`src/hdl/vnl_ram.sv`:
```
// ----------------------------------------------------------------------------
// vnl_ram
// Generic single-port-write, single-port-read RAM with registered read.
// ----------------------------------------------------------------------------
module vnl_ram #(
  parameter int unsigned Width = 8,
  parameter int unsigned Depth = 16
) (
  input  logic                     clk_i,
  input  logic                     we_i,
  input  logic [$clog2(Depth)-1:0] waddr_i,
  input  logic [Width-1:0]         wdata_i,
  input  logic [$clog2(Depth)-1:0] raddr_i,
  output logic [Width-1:0]         rdata_o
);

  logic [Width-1:0] mem_q [Depth];

  always_ff @(posedge clk_i) begin
    if (we_i) begin
      mem_q[waddr_i] <= wdata_i;
    end
    rdata_o <= mem_q[raddr_i];
  end

endmodule

```
`config.mk`:
```
export PLATFORM = sky130hd
export DESIGN_NAME = vnl_ram
export DESIGN_NICKNAME = d
export VERILOG_FILES = /design/src/hdl/vnl_ram.sv
export SDC_FILE = /design/constraint.sdc
export NUM_CORES = 1
export LEC_CHECK = 0
export BUFFER_PORTS_ARGS = -buffer_cell sky130_fd_sc_hd__buf_4
export CAP_MARGIN = 10
export CORE_MARGIN = 2
export CORE_UTILIZATION = 54
export DETAILED_ROUTE_END_ITERATION = 6
export GPL_TIMING_DRIVEN = 0
export PLACE_DENSITY = 0.72
export SYNTH_ARGS = -nofsm -noshare
export SYNTH_HDL_FRONTEND = slang
export SYNTH_SLANG_ARGS = --single-unit
```
`constraint.sdc`:
```
create_clock -name clk_i -period 1.63 [get_ports clk_i]
set_input_delay 0.0815 -clock clk_i [delete_from_list [all_inputs] [get_ports clk_i]]
set_output_delay 0.0815 -clock clk_i [all_outputs]
set_load 0.005 [all_outputs]
```
**Yosys cells after proc, flatten, opt, wreduce, memory -nomap -nowiden**

Memories as Yosys holds them, arrays and structs flattened. A register that Yosys moved wholly into a read port is not among the register bits.
Cells that the tools add are included.

- Register bits after elaboration: 0
- Memory bits (writable): 128
- Input bits: 18
- Word-level logic and storage cells: 3
- Memories kept: 1

Memory list:

| name | words | width | rd ports | clocked after memory_dff | wr ports | RTL line | RTL |
|---|---|---|---|---|---|---|---|
| mem_q | 16 | 8 | 1 | 1 | 1 | 17 | `logic [Width-1:0] mem_q [Depth];` |

- Muxes and demuxes: 2

Operators by type and width:

| cell | number |
|---|---|
| $mux 1 | 2 |

**Depth between registers and ports, before layout**

- Depth after elaboration: 2
- Depth in mapped cells: 5
- Depth with buffers taken out: 3

**Worst setup path before layout**

OpenSTA, ideal clock, no wires.

- Path type: input port to flip-flop
- Start: in waddr_i[2]
- End: mem mem_q[0][0], enable pin
- Arrival time: 1191 ps
- Slack: 56 ps
- Stages: 2
- Path through: or3b_2 -> nor3_1

RTL lines:

| element | RTL line | RTL |
|---|---|---|
| start: declaration | 11 | `input logic [$clog2(Depth)-1:0] waddr_i,` |
| end: declaration | 17 |  |

No word-level cell before the write port.

**Worst setup path in the final report**

- Start: in waddr_i[0]
- End: mem mem_q[0][5], enable pin

No word-level cell before the write port.

==> impl_metrics.toml <==
[drt]
ant_nets = 0
detail_route.iter0.violations = 209
drt-total-wl_um = 10000
drt-vias-per-instance = 5.82
wire_per_inst_um = 23.3
dr.pass1.iters = 4
drc_errors = 0
num_vias = 2504

[synthesis]
syn_area_per_cell_um2 = 22.5
ys_types = 19
ys.flop_type = "edfxtp_1"
synth_top_area_share_pct = 74.7
ys_seq_elements = 136
yosysWarnings = 0
synth_cells = 229
synth_edf_count = 128
synth_area_leaders = "edfxtp_1 (75%), mux4_2 (7.9%), mux4_1 (7.1%), dfxtp_1 (3.1%), a22oi_1 (2.3%)"
synthesis.area_mm2 = 0.00515
synth_seq_area_share_pct = 77.8
yosysTopAreaCell = "edfxtp_1"
synth_nets = 247
synthArstFlopShare_pct = 0
synth_commonest_cells = "edfxtp_1 (128), mux4_2 (18), a22oi_1 (16)"
synth.most_common_cell = "edfxtp_1"

[sta]
fin_crit_sh_pct = 95.1
drv_slew = 0
fmax_mhz = 645
hold_slack_ns = 0.00351
setup_viol = 0
max-slew-margin-rel_pct = 42.8
worst_pin_slew_ns = 0.855
fin_skew_ns = 0.00372
rsz0062_at_grt = "no"
final_hold_viol_count = 0
finalCriticalPeriod_ns = 1.55

[floorplan]
row_count = 35
design.core.area_mm2 = 0.00924
die_area_mm2 = 0.0103
die_w_um = 102
fp.dieH_um = 102
start_util_pct = 55.7
num_io_pins = 26

[placement]
dp_cells = 383
dp_hpwl_um = 5890
place_congestion = 0.741
post_dp_cell_area_mm2 = 0.00550
portBuffers = 24

[grt]
grtUsageMet2_pct = 30.1
gr-usage-all-layers_pct = 21.4
top_usage_layer = "met1"
grt_overflow = 0
grt_max_degree = 17
met1_usage_pct = 32.4
antenna_found_initial = 0
use_met3_pct = 5.04
grt_pass1_wl_um = 15000
grt_pass1_vias = 2473

[cells_and_area]
drive_gt1_share_pct = 29.6
n_antenna_cell = 0
final_area_mm2 = 0.00625
layoutNonFillerInstCount = 430
area_delta_synth_final_pct = 21.3
nNetsFinal = 306

[clocking]
cts_tree = "built"
h-tree-depth = 4
cts_max_path_buffers = 2
clock-sinks = 136
clk_pin_slew_worst_paths_ns = 0.06
clock_latency_ns = 0.52
cts_buffers = 17
root_buffer = "clkbuf_8"

[power_and_ir_drop]
power_mw = 8.29
power.density_mw_per_mm2 = 1330
vdd_drop_max_v = 0.000663
leakagePower_nw = 2.12

[setup_path]
crit_type = "in -> reg"
cp.arrival_ns = 1.77
critPathCaptureType = "register"
cp.required_ns = 1.85
critPathLaunchType = "input pin"
cp_max_fo = 7

[job]
max-cap-violations = 0

[hold_path]
hold_path.class = "in -> reg"

[run_status]
status = "completed"
-- metal layers --
layer  wire length (um)  vias up
li1                   -     1093
met1               4620     1295
met2               4620       97
met3                502       19
met4                252        0
met5                  0        -
-- final cells by class --
cell class | instances | area [um^2]
Buffer | 10 | 86.3
Clock buffer | 17 | 414
Clock inverter | 15 | 200
Fill cell | 588 | 2990
Multi-Input combinational cell | 83 | 1060
Sequential cell | 136 | 4000
Tap cell | 129 | 161
Timing Repair Buffer | 40 | 323
-- what timing repair did --
action                                 4_1_cts  5_1_grt
hold buffers                                10        2
endpoints found under the hold margin      130        3
buffers inserted                             0        0
gates resized for setup                      0        0
-- power breakdown --
| group | switching, mW | internal (mW) | total (mW) |
|---|---|---|---|
| Sequential | 0.0196 | 3.91 | 3.93 |
| Combinational | 0.221 | 0.197 | 0.418 |
| Clock | 1.45 | 2.49 | 3.94 |
-- sequential cells by signal (all words and copies together) (netlist names) --
| name | flops |
|---|---|
| mem_q | 128 |
| rdata_o | 8 |
-- stage by stage --
step	setup slack (ns)	TNS, ns	util (%)
after floorplan	0.0556	0	-
after global placement	-0.516	-10.11	59.4
after detailed placement	-0.246	-6.68	59.5
after CTS	0.126	0	67.2
after global routing	0.0668	0	67.6
final	0.0799	0	67.6
-- cell families (layout without fill, tap and decap cells) --
logic type / after synthesis / count (layout) / share of synthesized area, %
muxes: 32 / 32 / 15.0
AOI/OAI and AO/OA: 16 / 16 / 2.33
and+or+nand+nor: 35 / 35 / 3.18
DFF: 136 / 136 / 77.8
buffers and inverters: 10 / 82 / 1.68
-- layout by cell type (no fill, tap or decap), types with 3 or more instances in the layout --
master	Yosys	routed
buf_6	3	3
clkbuf_16	0	16
mux4_2	18	18
nand2_1	9	9
mux4_1	14	14
nor2_1	13	13
clkdlybuf4s25_2	3	3
buf_2	3	4
a22oi_1	16	16
clkinv_2	0	3
dfxtp_1	8	8
buf_4	1	26
edfxtp_1	128	128
inv_6	0	3
dlygate4sd3_1	0	12
nor3_1	4	4
bufinv_16	0	4
clkinvlp_4	0	4
-- worst max-delay path, stage by stage --
cell and delay [ns]:
buf_4 0.14, dlygate4sd3_1 0.57, nor3_1 0.31, dlygate4sd3_1 0.67
-- final timing paths --
| path | cells after the start | startpoint | slack (ns) | endpoint |
|---|---|---|---|---|
| min | 2 | waddr_i[0] | 0.004 | mem_q[12][7] |
| max | 4 | waddr_i[0] | 0.08 | mem_q[0][5] |
| max reg2reg | 3 | mem_q[5][2] | 0.17 | rdata_o[2] |
| min reg2reg | 3 | mem_q[8][0] | 0.70 | rdata_o[0] |
Note: power is estimated with default switching activity, not from simulation.
